File: src/hw/rtl/tcw_pkg.sv
// ----------------------------------------------------------------------------
// Text console writer package
// Shared geometry, character codes, operation codes and the command record
// passed from the front end to the back end.
// ----------------------------------------------------------------------------
package tcw_pkg;

  localparam int COLUMNS = 80;
  localparam int ROWS    = 25;
  localparam int CELLS   = COLUMNS * ROWS;

  localparam int COL_W  = $clog2(COLUMNS);
  localparam int ROW_W  = $clog2(ROWS + 1);
  localparam int CELL_W = $clog2(CELLS);
  localparam int SWP_W  = $clog2(CELLS + 1);

  localparam int CHAR_W   = 8;
  localparam int ATTR_W   = 8;
  localparam int TAB_W    = 4;
  localparam int FUNC_W   = 2;
  localparam int CFG_IDX_W = 2;
  localparam int IN_COL_W  = 7;
  localparam int IN_ROW_W  = 5;
  localparam int OUT_COL_W = 7;
  localparam int OUT_ROW_W = 5;

  localparam logic [CHAR_W-1:0] CH_BACKSPACE = 8'd8;
  localparam logic [CHAR_W-1:0] CH_TAB       = 8'd9;
  localparam logic [CHAR_W-1:0] CH_NEWLINE   = 8'd10;
  localparam logic [CHAR_W-1:0] CH_SPACE     = 8'd32;

  localparam logic [TAB_W-1:0]  MAX_TAB         = 4'd8;
  localparam logic [ATTR_W-1:0] DEF_ATTR_RESET  = 8'd15;
  localparam logic [TAB_W-1:0]  TAB_WIDTH_RESET = 4'd4;

  typedef enum logic [FUNC_W-1:0] {
    FUNC_PRINT = 2'd0,
    FUNC_READ  = 2'd1,
    FUNC_CLEAR = 2'd2,
    FUNC_NONE  = 2'd3
  } func_e;

  typedef enum logic [CFG_IDX_W-1:0] {
    CFG_DEFAULT_ATTR = 2'd0,
    CFG_TAB_WIDTH    = 2'd1
  } cfg_e;

  typedef enum logic [2:0] {
    K_CHAR,
    K_NEWLINE,
    K_BACKSPACE,
    K_TAB,
    K_READ,
    K_CLEAR,
    K_NOP
  } kind_e;

  typedef struct packed {
    kind_e              kind;
    logic [CHAR_W-1:0]  ch;
    logic               set_pos;
    logic [COL_W-1:0]   col;
    logic [ROW_W-1:0]   row;
    logic [ATTR_W-1:0]  attr;
    logic [TAB_W-1:0]   tab_cnt;
  } cmd_t;

  function automatic logic [CELL_W-1:0] cell_index(logic [COL_W-1:0] col,
                                                   logic [ROW_W-1:0] row);
    return CELL_W'(row * COLUMNS + col);
  endfunction

endpackage

File: src/hw/rtl/tcw_queue.sv
// ----------------------------------------------------------------------------
// Text console writer command queue
// Two-entry queue that decouples request decoding from command execution.
// ----------------------------------------------------------------------------
module tcw_queue (
  input  logic          clk_i,
  input  logic          rst_ni,
  input  logic          push_i,
  input  tcw_pkg::cmd_t push_cmd_i,
  output logic          not_full_o,
  input  logic          pop_i,
  output logic          not_empty_o,
  output tcw_pkg::cmd_t pop_cmd_o
);

  tcw_pkg::cmd_t entry_q [2];
  logic          wr_ptr_q, wr_ptr_d;
  logic          rd_ptr_q, rd_ptr_d;
  logic [1:0]    count_q, count_d;

  assign not_full_o  = (count_q != 2'd2);
  assign not_empty_o = (count_q != 2'd0);
  assign pop_cmd_o   = entry_q[rd_ptr_q];

  always_comb begin
    wr_ptr_d = wr_ptr_q;
    rd_ptr_d = rd_ptr_q;
    count_d  = count_q;
    if (push_i) begin
      wr_ptr_d = !wr_ptr_q;
    end
    if (pop_i) begin
      rd_ptr_d = !rd_ptr_q;
    end
    if (push_i && !pop_i) begin
      count_d = count_q + 2'd1;
    end else if (pop_i && !push_i) begin
      count_d = count_q - 2'd1;
    end
  end

  always_ff @(posedge clk_i or negedge rst_ni) begin
    if (!rst_ni) begin
      wr_ptr_q <= 1'b0;
      rd_ptr_q <= 1'b0;
      count_q  <= 2'd0;
    end else begin
      wr_ptr_q <= wr_ptr_d;
      rd_ptr_q <= rd_ptr_d;
      count_q  <= count_d;
    end
  end

  always_ff @(posedge clk_i) begin
    if (push_i) begin
      entry_q[wr_ptr_q] <= push_cmd_i;
    end
  end

endmodule

File: config.mk
export PLATFORM = sky130hd
export DESIGN_NAME = tcw_queue
export DESIGN_NICKNAME = d
export VERILOG_FILES = /design/src/hw/rtl/tcw_pkg.sv /design/src/hw/rtl/tcw_queue.sv
export SDC_FILE = /design/constraint.sdc
export NUM_CORES = 1
export LEC_CHECK = 0
export ABC_CLOCK_PERIOD_IN_PS = 3300
export BUFFER_PORTS_ARGS = -buffer_cell sky130_fd_sc_hd__buf_2
export CAP_MARGIN = 20
export CORE_AREA = 3 3 80 82
export CTS_BUF_LIST = sky130_fd_sc_hd__clkbuf_8 sky130_fd_sc_hd__clkbuf_16
export DETAILED_ROUTE_END_ITERATION = 6
export DIE_AREA = 0 0 83 85
export PLACE_DENSITY = 0.87
export SYNTH_ARGS = -nofsm -noshare
export SYNTH_HDL_FRONTEND = slang
export SYNTH_SLANG_ARGS = --single-unit
File: constraint.sdc
create_clock -name clk_i -period 3.3 [get_ports clk_i]
set_clock_uncertainty 0.1 [all_clocks]
set_input_delay 0 -clock clk_i [delete_from_list [all_inputs] [get_ports clk_i]]
set_output_delay 0 -clock clk_i [all_outputs]
set_load 0.01 [all_outputs]
After elaboration in Yosys (flattened, before gate mapping). Memories as Yosys holds them, arrays and structs flattened. Index checks and enable logic that the tools add are counted.

Memory bits (writable): 72. Bits in read-only memories: 0. Register bits after elaboration: 4. Memories kept: 1. Latch bits: 0.

Bitwise gates (word level): 0. Shift operators: 0. Add/sub/neg operators: 2. Muxes and demuxes: 4. Eq/ne operators: 1. Reductions and logical operators: 8. Multipliers: 0. $lt $le $gt $ge: 0. Div/mod/pow operators: 0.

Memory list: entry_q (words 2, bits a word 36, read ports 1, clocked after Yosys merged registers in 0, write ports 1, line tcw_queue.sv:16) `tcw_pkg::cmd_t entry_q [2];`.

Operator list (number): $logic_not A1 Y1 (4); $mux W2 (2); $reduce_bool A2 Y1 (2); $add A2 B1 Y2 const B (1); $logic_and A1 B1 Y1 (2); $mux W1 (2); $ne A2 B2 Y1 const B (1); $sub A2 B1 Y2 const B (1).

Depth between registers and ports, before layout.
Word-level depth: 4. Mapped depth: 5.

Worst setup path before layout. Ideal clock, no wire load.

Path type: reg-to-reg. Start point: register wr_ptr_q. End point: memory entry_q[0][0] (netlist name), enable pin. Setup time: 0.434 ns. Path buffers: 0. Setup slack: 0.749 ns. Arrival: 2.017 ns. Period minus slack after synthesis: 2.551 ns. Stages on the path, launching flop included: 2. Cells stage by stage: dfrtp_1 nor2b_1.

RTL lines: start, declared (line tcw_queue.sv:17) `logic wr_ptr_q, wr_ptr_d;`; start signal, assigned (line tcw_queue.sv:48) `wr_ptr_q <= wr_ptr_d;`; end, declared (line tcw_queue.sv:16).

Straight into the memory's write port.

==> impl_table.tex <==
\begin{tabular}{lr}
\hline
Metric & Value \\
\hline
\multicolumn{2}{l}{\textbf{Critical path}} \\
\quad Critical path's slowest cell & dfrtp\_2 \\
\quad Buffer and inverter count on the worst path & 1 \\
\quad Nature of the critical path startpoint & flip-flop \\
\quad Slowest stage delay, CP & 1080 ps \\
\quad Data required time at the worst endpoint & 3200 ps \\
\quad Crit path max-delay family & flip-flops \\
\quad Arrival time at the worst endpoint & 1980 ps \\
\quad Top fanout value on the critical path & 37 \\
\quad CP Capture Type & primary output \\
\quad CP cell instances & mux2\_2, buf\_2 \\
\quad Crit Path Category & reg -> out \\
\multicolumn{2}{l}{\textbf{Logic synthesis}} \\
\quad Fraction of the yosys area taken by sequential cells & 77.0\% \\
\quad Library cells used by synthesis & 15 \\
\quad Ys flop type & edfxtp\_1 \\
\quad Post-synthesis sequential element count & 76 \\
\quad Count of flip-flops with a built-in enable after synthesis & 72 \\
\quad Mapped Nets & 169 \\
\quad Async SR Flop Fraction & 5.26\% \\
\quad Synth Instances & 128 \\
\quad Syn Std Cell Area & 0.00294 mm2 \\
\quad Synth Warn \# & 0 \\
\quad Mean Syn Cell Area & 22.9 um2 \\
\multicolumn{2}{l}{\textbf{Clock network}} \\
\quad Number of buffers on the longest clock path & 2 \\
\quad Clock input transition at the sequential cells of the worst setup and hold paths & 70 ps \\
\quad H-tree Lvls & 3 \\
\quad Count of hold buffers inserted by post-cts repair & 40 \\
\quad CTS tree & done \\
\quad CTS-repair resized insts & 0 \\
\quad Clock latency on the worst-skew pair & 320 ps \\
\quad Post-CTS repair timing setup buffer count & 0 \\
\quad Number of sinks on the clock net & 76 \\
\quad Buffer cell driving the clock tree root & clkbuf\_8 \\
\quad Num CTS Buffers & 9 \\
\multicolumn{2}{l}{\textbf{Timing}} \\
\quad Sum of negative setup slack & 0 ps \\
\quad Number of failing hold endpoints at the final stage & 0 \\
\quad Achievable Freq & 480 MHz \\
\quad Max Transition Viols Final & 0 \\
\quad Relative slew slack & 27.8\% \\
\quad Post-route fraction of the period consumed by the critical path & 63.1\% \\
\quad Final Critical Period & 2080 ps \\
\quad Worst hold slack & 292 ps \\
\quad Setup repair after global routing missed its margin & false \\
\quad Slew at the pin closest to its max-slew limit & 1080 ps \\
\quad Setup-violating endpoint count in the final report & 0 \\
\multicolumn{2}{l}{\textbf{Global routing}} \\
\quad Wire length of the first global-routing pass & 7860 um \\
\quad Maximum number of pins on one net before global-route repair & 38 \\
\quad GR Util All Layers & 14.9\% \\
\quad Initial antenna violation count & 0 \\
\quad Via count of the first global-routing pass & 1659 \\
\quad Overall overflow remaining after global route & 0 \\
\multicolumn{2}{l}{\textbf{Job}} \\
\quad Maximum Capacitance Violations & 0 \\
\multicolumn{2}{l}{\textbf{Layout}} \\
\quad Final antenna diode count & 0 \\
\quad Final design instance area without fill & 0.00392 mm2 \\
\quad Most common cell after layout, fill and taps aside & buf\_2 \\
\quad Fraction of final layout cells sized beyond drive strength 1 & 50.6\% \\
\quad Leading cell types in the layout, fill and taps excluded & buf\_2 (77), edfxtp\_1 (72), dlygate4sd3\_1 (40) \\
\quad Final \#Nets & 293 \\
\quad Layout Area Growth over Synthesis & 33.4\% \\
\multicolumn{2}{l}{\textbf{Die}} \\
\quad Number of standard-cell rows in the floorplan & 28 \\
\quad Total Die Area & 0.00706 mm2 \\
\quad Starting Density & 50.5\% \\
\quad Vertical die dimension & 85 um \\
\quad Boundary pin count & 78 \\
\quad Core ar. & 0.00582 mm2 \\
\quad Horizontal extent of the die & 83 um \\
\multicolumn{2}{l}{\textbf{Route}} \\
\quad Routed wirelength normalized by instance count & 15.0 um \\
\quad Total Routed Length & 4970 um \\
\quad Antenna violation net count after detailed routing & 0 \\
\quad Post-route DRC & 0 \\
\quad Router iterations before antenna repair & 4 \\
\quad DR vias/cell & 4.71 \\
\quad 1st-iter DRT viols & 98 \\
\quad DR vias & 1563 \\
\multicolumn{2}{l}{\textbf{Placement}} \\
\quad Instance area after placement & 0.00335 mm2 \\
\quad Number of port buffers & 77 \\
\quad Placed wire-length estimate after detailed placement & 3080 um \\
\quad Routability cong. & 0.782 \\
\multicolumn{2}{l}{\textbf{Power and ir drop}} \\
\quad Leak pwr & 0.00160 uW \\
\quad IR drop worst, VDD & 475 uV \\
\quad Power per Cell Area & 735 mW/mm2 \\
\multicolumn{2}{l}{\textbf{Min path}} \\
\quad Path type of the worst min-delay path & in -> reg \\
\multicolumn{2}{l}{\textbf{Status}} \\
\quad Run status & finished clean \\
\hline
\end{tabular}
[state kept, by name, indices dropped and copies added, names as in the netlist]
name	flops
wr_ptr_q	1
entry_q	72
count_q	2
rd_ptr_q	1
[metrics by stage]
stage | instances | setup slack, ps | total power, uW | utilization (%)
final | 332 | 1220 | 2880 | 67.3
after global routing | 332 | 1100 | 3020 | 67.3
after CTS | 332 | 1170 | 2920 | 67.3
after detailed placement | 276 | 1530 | 2320 | 57.7
after global placement | 276 | 1580 | 2290 | 57.7
after floorplan | 128 | 749 | 2090 | -
[report_power, final]
part / switching (uW) / internal (uW) / total, uW
Combinational: 345 / 511 / 856
Sequential: 177 / 1290 / 1460
Clock: 295 / 263 / 558
Total: 817 / 2060 / 2880
[worst paths after layout]
kind	startpoint	to	slack, ps	cells after the start
max	rd_ptr_q	pop_cmd_o[29]	1220	2
min	push_cmd_i[29]	entry_q[1][29]	290	2
max reg2reg	wr_ptr_q	entry_q[0][22]	1590	1
min reg2reg	count_q[1]	count_q[1]	390	1
max in group asynchronous	rst_ni	rd_ptr_q	2430	3
min in group asynchronous	rst_ni	count_q[0]	470	3
[synthesized netlist by cell type, drive strengths merged (4+ instances only)]
cell type,number,area [um2]
mux2,36,514
dfrtp,4,100
edfxtp,72,2160
xor2,4,35.0
buf,4,71.3
[cells by family (layout without fill, tap and decap cells)]
logic type	count (synthesis)	count (layout)	share of synthesized area, %
XOR/XNOR	5	5	1.49
adder cells (fa/ha/maj)	1	1	0.426
buffers and inverters	5	134	2.56
flip-flops	76	76	77.0
multiplexers	36	36	17.5
AND/OR/NAND/NOR	5	5	0.980
[area by class of cell]
class / instances / area [um2]
well taps: 75 / 93.8
clock buffers: 9 / 124
flip-flops and latches: 76 / 2260
inverters: 1 / 3.75
multi-input cells: 47 / 608
repair buffers: 117 / 786
fillers: 408 / 1900
clock inverters: 7 / 37.5
[per-layer routing]
layer / up-vias / part of all wire, % / global-route usage (%)
met4: 0 / 1.7 / 7.28
met2: 51 / 56 / 27.0
met3: 8 / 4.6 / 4.66
li1: 747 / - / -
met1: 757 / 38 / 15.6
met5: - / 0 / 0
No activity file was read; power rests on OpenSTA's default activity.
