==> src/hw/rtl/tcw_pkg.sv <==
// ----------------------------------------------------------------------------
// Text console writer package
// Shared geometry, character codes, operation codes and the command record
// passed from the front end to the back end.
// ----------------------------------------------------------------------------
package tcw_pkg;

  localparam int COLUMNS = 80;
  localparam int ROWS    = 25;
  localparam int CELLS   = COLUMNS * ROWS;

  localparam int COL_W  = $clog2(COLUMNS);
  localparam int ROW_W  = $clog2(ROWS + 1);
  localparam int CELL_W = $clog2(CELLS);
  localparam int SWP_W  = $clog2(CELLS + 1);

  localparam int CHAR_W   = 8;
  localparam int ATTR_W   = 8;
  localparam int TAB_W    = 4;
  localparam int FUNC_W   = 2;
  localparam int CFG_IDX_W = 2;
  localparam int IN_COL_W  = 7;
  localparam int IN_ROW_W  = 5;
  localparam int OUT_COL_W = 7;
  localparam int OUT_ROW_W = 5;

  localparam logic [CHAR_W-1:0] CH_BACKSPACE = 8'd8;
  localparam logic [CHAR_W-1:0] CH_TAB       = 8'd9;
  localparam logic [CHAR_W-1:0] CH_NEWLINE   = 8'd10;
  localparam logic [CHAR_W-1:0] CH_SPACE     = 8'd32;

  localparam logic [TAB_W-1:0]  MAX_TAB         = 4'd8;
  localparam logic [ATTR_W-1:0] DEF_ATTR_RESET  = 8'd15;
  localparam logic [TAB_W-1:0]  TAB_WIDTH_RESET = 4'd4;

  typedef enum logic [FUNC_W-1:0] {
    FUNC_PRINT = 2'd0,
    FUNC_READ  = 2'd1,
    FUNC_CLEAR = 2'd2,
    FUNC_NONE  = 2'd3
  } func_e;

  typedef enum logic [CFG_IDX_W-1:0] {
    CFG_DEFAULT_ATTR = 2'd0,
    CFG_TAB_WIDTH    = 2'd1
  } cfg_e;

  typedef enum logic [2:0] {
    K_CHAR,
    K_NEWLINE,
    K_BACKSPACE,
    K_TAB,
    K_READ,
    K_CLEAR,
    K_NOP
  } kind_e;

  typedef struct packed {
    kind_e              kind;
    logic [CHAR_W-1:0]  ch;
    logic               set_pos;
    logic [COL_W-1:0]   col;
    logic [ROW_W-1:0]   row;
    logic [ATTR_W-1:0]  attr;
    logic [TAB_W-1:0]   tab_cnt;
  } cmd_t;

  function automatic logic [CELL_W-1:0] cell_index(logic [COL_W-1:0] col,
                                                   logic [ROW_W-1:0] row);
    return CELL_W'(row * COLUMNS + col);
  endfunction

endpackage

==> src/hw/rtl/tcw_front.sv <==
// ----------------------------------------------------------------------------
// Text console writer front end
// Holds the configuration registers, accepts requests and turns each one into
// a command with a resolved kind, saturated position, attribute and tab count.
// ----------------------------------------------------------------------------
module tcw_front (
  input  logic                           clk_i,
  input  logic                           rst_ni,
  input  logic                           cfg_valid_i,
  output logic                           cfg_ready_o,
  input  logic [tcw_pkg::CFG_IDX_W-1:0]  cfg_index_i,
  input  logic [7:0]                     cfg_data_i,
  input  logic                           in_valid_i,
  output logic                           in_ready_o,
  input  logic [tcw_pkg::FUNC_W-1:0]     func_i,
  input  logic [tcw_pkg::CHAR_W-1:0]     character_i,
  input  logic                           use_position_i,
  input  logic [tcw_pkg::IN_COL_W-1:0]   column_i,
  input  logic [tcw_pkg::IN_ROW_W-1:0]   row_i,
  input  logic [tcw_pkg::ATTR_W-1:0]     attribute_i,
  input  logic                           q_ready_i,
  input  logic                           busy_i,
  output logic                           q_push_o,
  output tcw_pkg::cmd_t                  q_cmd_o
);

  logic [tcw_pkg::ATTR_W-1:0] def_attr_q, def_attr_d;
  logic [tcw_pkg::TAB_W-1:0]  tab_width_q, tab_width_d;
  logic [tcw_pkg::COL_W-1:0]  sat_col;
  logic [tcw_pkg::ROW_W-1:0]  sat_row;
  logic [tcw_pkg::ATTR_W-1:0] print_attr;
  logic [tcw_pkg::TAB_W-1:0]  tab_cnt;

  assign cfg_ready_o = 1'b1;
  assign in_ready_o  = q_ready_i && !busy_i;
  assign q_push_o    = in_valid_i && in_ready_o;

  always_comb begin
    def_attr_d  = def_attr_q;
    tab_width_d = tab_width_q;
    if (cfg_valid_i) begin
      if (cfg_index_i == tcw_pkg::CFG_DEFAULT_ATTR) begin
        def_attr_d = cfg_data_i;
      end else if (cfg_index_i == tcw_pkg::CFG_TAB_WIDTH) begin
        tab_width_d = cfg_data_i[tcw_pkg::TAB_W-1:0];
      end
    end
  end

  always_ff @(posedge clk_i or negedge rst_ni) begin
    if (!rst_ni) begin
      def_attr_q  <= tcw_pkg::DEF_ATTR_RESET;
      tab_width_q <= tcw_pkg::TAB_WIDTH_RESET;
    end else begin
      def_attr_q  <= def_attr_d;
      tab_width_q <= tab_width_d;
    end
  end

  always_comb begin
    sat_col = (column_i >= tcw_pkg::COLUMNS) ? tcw_pkg::COL_W'(tcw_pkg::COLUMNS - 1)
                                             : tcw_pkg::COL_W'(column_i);
    sat_row = (row_i >= tcw_pkg::ROWS) ? tcw_pkg::ROW_W'(tcw_pkg::ROWS - 1)
                                       : tcw_pkg::ROW_W'(row_i);
    print_attr = (attribute_i == '0) ? def_attr_q : attribute_i;
    tab_cnt    = (tab_width_q > tcw_pkg::MAX_TAB) ? tcw_pkg::MAX_TAB : tab_width_q;
  end

  always_comb begin
    q_cmd_o         = '0;
    q_cmd_o.ch      = character_i;
    q_cmd_o.col     = sat_col;
    q_cmd_o.row     = sat_row;
    q_cmd_o.attr    = print_attr;
    q_cmd_o.tab_cnt = tab_cnt;
    unique case (tcw_pkg::func_e'(func_i))
      tcw_pkg::FUNC_PRINT: begin
        q_cmd_o.set_pos = use_position_i;
        if (character_i == tcw_pkg::CH_NEWLINE) begin
          q_cmd_o.kind = tcw_pkg::K_NEWLINE;
        end else if (character_i == tcw_pkg::CH_BACKSPACE) begin
          q_cmd_o.kind = tcw_pkg::K_BACKSPACE;
        end else if (character_i == tcw_pkg::CH_TAB) begin
          q_cmd_o.kind = tcw_pkg::K_TAB;
        end else begin
          q_cmd_o.kind = tcw_pkg::K_CHAR;
        end
      end
      tcw_pkg::FUNC_READ: begin
        q_cmd_o.kind = tcw_pkg::K_READ;
      end
      tcw_pkg::FUNC_CLEAR: begin
        q_cmd_o.kind = tcw_pkg::K_CLEAR;
        q_cmd_o.attr = def_attr_q;
      end
      default: begin
        q_cmd_o.kind = tcw_pkg::K_NOP;
      end
    endcase
  end

endmodule

==> config.mk <==
export PLATFORM = sky130hd
export DESIGN_NAME = tcw_front
export DESIGN_NICKNAME = d
export VERILOG_FILES = /design/src/hw/rtl/tcw_pkg.sv /design/src/hw/rtl/tcw_front.sv
export SDC_FILE = /design/constraint.sdc
export NUM_CORES = 1
export LEC_CHECK = 0
export ABC_CLOCK_PERIOD_IN_PS = 1750
export BUFFER_PORTS_ARGS = -buffer_cell sky130_fd_sc_hd__clkbuf_2
export CAP_MARGIN = 20
export CORE_ASPECT_RATIO = 0.8
export CORE_UTILIZATION = 32
export DETAILED_ROUTE_END_ITERATION = 16
export PLACE_DENSITY = 0.82
export SYNTH_ARGS = -nofsm -noshare
export SYNTH_HDL_FRONTEND = slang
export SYNTH_SLANG_ARGS = --single-unit
==> constraint.sdc <==
create_clock -name clk_i -period 1.75 [get_ports clk_i]
set_input_delay 0.525 -clock clk_i [delete_from_list [all_inputs] [get_ports clk_i]]
set_output_delay 0.525 -clock clk_i [all_outputs]
set_load 0.01 [all_outputs]
Word-level counts from Yosys, hierarchy flattened --
Index checks and enable logic that the tools add are counted.
Storage, ports and cells: flip-flop bits (word level) 12, input port bits 47, word-level logic and storage cells 30, output and inout port bits 39
Cells by class: order comparisons 3, mux-type cells 10, reduce and logical (&&, ||, !) cells 8, bitwise operators 1, equal/unequal tests 6
Operators with widths (number):
- $eq 8x4->1 const B | 3
- $mux 8 | 2
- $pmux 3 s3 | 1
- $logic_not 8->1 | 1
- $ge 7x7->1 const B | 1
- $mux 7 | 1
- $mux 2 | 3
- $ge 5x5->1 const B | 1
- $mux 5 | 1
- $eq 2x1->1 const B | 2
- $gt 4x4->1 const B | 1
- $logic_not 2->1 | 2
- $mux 4 | 1
- $reduce_and 3->1 | 1
- $eq 2x2->1 const B | 1
- $logic_and 1x1->1 | 2
- $reduce_and 2->1 | 1
- $logic_not 1->1 | 1
- $mux 1 | 1
- $not 1->1 | 1

Depth between registers and ports, before layout --
depth after elaboration 5, mapped depth 5, depth with buffers taken out 4

Worst setup path before layout --
OpenSTA, ideal clock, no wires.
path type input -> output, start point input port func_i[0] (netlist bit), end point output port q_cmd_o[10] (netlist bit), arrival time 1352 ps, path buffers 1, path slack -127 ps, data required time 1225 ps, cell stages on the path 5, cell sequence inv_1 > ha_1 > clkbuf_1 > a21oi_2 > o22ai_1
RTL lines:
- start, declared | line tcw_front.sv:15 | input logic [tcw_pkg::FUNC_W-1:0] func_i,
- end, declared | line tcw_front.sv:24 | output tcw_pkg::cmd_t q_cmd_o

==> flow_summary.yaml <==
outcome:
  run_status: "complete, but fails checks"
  failed_checks: "setup timing"
timing:
  fmaxAchievable_ghz: 0.5193
  relSlewSlack: 0.6626
  finalSetupTns_ps: -1314
  timing.final.ws_setup_ps: -175.8
  fin_worst_skew_ps: 0
  tightest_slew_ps: 505.5
  period_share: 1.100
  report.final.setup_viol: 10
  layout_min_cycle_time_ps: 1926
  timing.hold.ws_ps: 121.1
  unrepaired_setup_endpoints_after_global_routing: "true"
  slew_violations: 0
  final_count_of_hold_timing_violations: 0
setup_path:
  end_kind: "primary output"
  cp.arrival_ps: 1400
  path_max_fanout: 2
  worst-setup-path-type: "input pin to primary output"
  required_time_at_the_endpoint_of_the_critical_path_ps: 1220
  r2r_slack_ps: 930
  crit_path_start_kind: "input pin"
synth:
  synth_area_leader_cell: "sky130_fd_sc_hd__dfrtp_1"
  ff_latch_count_synth: 12
  synth.yosys.seq_area_share: 0.3475
  synth_largest_type_area_fraction: 0.1986
  ys.flop_type: "sky130_fd_sc_hd__dfrtp_1"
  synth_area_per_cell_um2: 8.244
  synth_area_leaders: "sky130_fd_sc_hd__dfrtp_1, sky130_fd_sc_hd__dfstp_2, sky130_fd_sc_hd__buf_4"
  post_synthesis_net_count: 157
  synth-async-reset-ratio: 1.000
  ys.warnings.count: 0
  synth.cells.most_frequent: "sky130_fd_sc_hd__inv_1, sky130_fd_sc_hd__buf_4, sky130_fd_sc_hd__nand2_1"
  synthMostInstantiatedCell: "sky130_fd_sc_hd__inv_1"
  synthCells: 107
  synth-edff-count: 0
  yosysUniqueCellTypes: 21
  syn_area_um2: 882.1
global_route:
  gr-usage-all-layers: 0.1678
  grt-ovfl-total: 0
  first_global_vias: 891
  grt_pass1_wl_mm: 3.650
  largest_net_degree_at_the_start_of_global_routing: 17
  antenna_found_initial: 0
pwr:
  power_switching_mw: 0.2834
  static-leakage-power_nw: 0.8076
  p_comb_frac: 0.410
  intPower_mw: 0.6134
  cellPowerDensity_mw_per_mm2: 583.7
  vdd_ir_drop_max_v: 0.0002324
  clock_power_share: 0.189
  power_mw: 0.8969
  sequentialPowerShare: 0.400
  power.share.switching: 0.3160
route:
  wl_per_cell_um: 10.82
  number_of_remaining_drc_errors: 0
  drtIter0Drc: 15
  drtAntennaViolNets: 0
  drt_pass1_iterations: 4
  detailroute.via_count: 1007
  route.detailed.vias_per_inst: 4.476
  drt-total-wl_mm: 2.435
clock_network:
  ctsHoldBuffers: 0
  clock_tree_from_tritoncts: "yes"
  worst_skew_pair.late_latency_ps: 270
  cts.reportedPaths.clkPinSlew_ps: 70
  htreeDepth: 1
  clkSinkCount: 12
  clk_path_buf_depth: 2
  cts_buffers: 3
  cts-root-buf: "sky130_fd_sc_hd__clkbuf_4"
die:
  floorplan.die.height_um: 48.96
  initial_utilization: 0.3497
  io-pin-count: 86
  fp.dieArea_mm2: 0.002972
  placement_rows: 16
  die_w_um: 60.70
  core_area_mm2: 0.002522
hold_path:
  min_path_type: "input pin to async pin"
finish:
  stdcell_area_mm2: 0.001536
  layout.core_utilization: 0.6091
  layout.nets: 240
  final.fill_count: 239
  sequential_cell_area_um2: 306.5
  antenna_cells_inserted: 0
  final_layout_size_suffix_gt1_frac: 0.6508
  multi_input_area_um2: 539.3
  syn2layout_area_growth_pct: 74.18
  post_layout_nonfiller_instances: 225
place:
  dp_slack_ps: -223.6
  post_dp_cell_area_mm2: 0.001409
  gp_congestion: 0.7808
  detailed_place_hpwl_mm: 2.033
  io_buffer_count: 84
  place.detailed.instances: 220
flow_run:
  timing.max_cap.violations: 0
layer usage:
metal / vias up / global-route usage / part of all wire
li1: 499 / - / -
met1: 445 / 0.1850 / 0.38
met2: 59 / 0.2967 / 0.51
met3: 4 / 0.03714 / 0.098
met4: 0 / 0.07955 / 0.017
met5: - / 0 / 0
sequential cells by signal, indices dropped and copies added (netlist names):
| signal | flops |
|---|---|
| tab_width_q | 4 |
| def_attr_q | 8 |
power by group through the flow:
stage                     clock (mW)  sequential [mW]  combinational, mW
after floorplan                    0            0.357              0.203
after global placement             0            0.361              0.338
after detailed placement           0            0.364              0.347
after CTS                      0.177            0.359              0.359
after global routing           0.200            0.366              0.402
final                          0.170            0.359              0.368
worst max-delay path, cell delays in order:
cell	delay (ps)
sky130_fd_sc_hd__buf_8	100
sky130_fd_sc_hd__nor4_4	250
sky130_fd_sc_hd__nand3b_1	150
sky130_fd_sc_hd__o32ai_2	210
sky130_fd_sc_hd__buf_2	170
cell usage in the layout, fill, tap and decap left out:
cell type / netlist / routed
sky130_fd_sc_hd__ha_4: 0 / 2
sky130_fd_sc_hd__conb_1: 1 / 1
sky130_fd_sc_hd__buf_4: 10 / 9
sky130_fd_sc_hd__buf_8: 0 / 4
sky130_fd_sc_hd__nand2_1: 10 / 10
sky130_fd_sc_hd__clkbuf_2: 0 / 67
sky130_fd_sc_hd__nor4_4: 0 / 3
sky130_fd_sc_hd__buf_6: 0 / 2
sky130_fd_sc_hd__inv_6: 0 / 1
sky130_fd_sc_hd__clkbuf_4: 0 / 3
sky130_fd_sc_hd__a21oi_4: 0 / 1
sky130_fd_sc_hd__mux2_2: 4 / 4
sky130_fd_sc_hd__o21ai_0: 9 / 9
sky130_fd_sc_hd__nor2b_1: 6 / 6
sky130_fd_sc_hd__inv_4: 0 / 1
sky130_fd_sc_hd__ha_1: 3 / 1
sky130_fd_sc_hd__buf_2: 0 / 11
sky130_fd_sc_hd__nand3b_1: 2 / 2
sky130_fd_sc_hd__o22ai_1: 9 / 1
sky130_fd_sc_hd__nor3b_4: 1 / 1
sky130_fd_sc_hd__o32ai_2: 0 / 1
sky130_fd_sc_hd__xnor2_1: 1 / 1
sky130_fd_sc_hd__and2_1: 5 / 5
sky130_fd_sc_hd__clkbuf_1: 5 / 1
sky130_fd_sc_hd__o22ai_2: 0 / 8
sky130_fd_sc_hd__nand2b_1: 5 / 5
sky130_fd_sc_hd__dfstp_2: 5 / 5
sky130_fd_sc_hd__inv_1: 19 / 17
sky130_fd_sc_hd__dfrtp_1: 7 / 7
area by class of cell:
class | instances | area share
clock buffers | 4 | 0.01710
inverters | 19 | 0.05130
multi-input cells | 61 | 0.3510
flip-flops and latches | 12 | 0.1995
well taps | 36 | 0.02932
repair buffers | 93 | 0.3518
worst paths after layout:
path                                                  from                          to  depth (start not counted)
worst max-delay path                        character_i[6]                 q_cmd_o[33]                          5
worst min-delay path                                rst_ni   def_attr_q[6]$_DFFE_PN0P_                          1
worst max register to register   def_attr_q[1]$_DFFE_PN1P_   def_attr_q[1]$_DFFE_PN1P_                          2
worst min register to register  tab_width_q[0]$_DFFE_PN0P_  tab_width_q[0]$_DFFE_PN0P_                          1
max in group asynchronous                           rst_ni   def_attr_q[3]$_DFFE_PN1P_                          1
min in group clk_i                           cfg_data_i[7]   def_attr_q[7]$_DFFE_PN0P_                          3
logic make-up after synthesis:
| family | share of synthesized area |
|---|---|
| other cells | 0.004251 |
| xor+xnor | 0.009931 |
| mux | 0.05106 |
| simple gates | 0.2227 |
| fa+ha+maj | 0.04256 |
| flops | 0.3475 |
| buf+inv | 0.1872 |
| compound gates | 0.1347 |
repair_timing:
action | 4_1_cts | 5_1_grt
buffers inserted | 1 | 0
gates resized for setup | 6 | 28
pin swaps | 0 | 8
setup endpoints to repair | 11 | 11
cloned | 0 | 0
(Power assumes the default switching activity.)
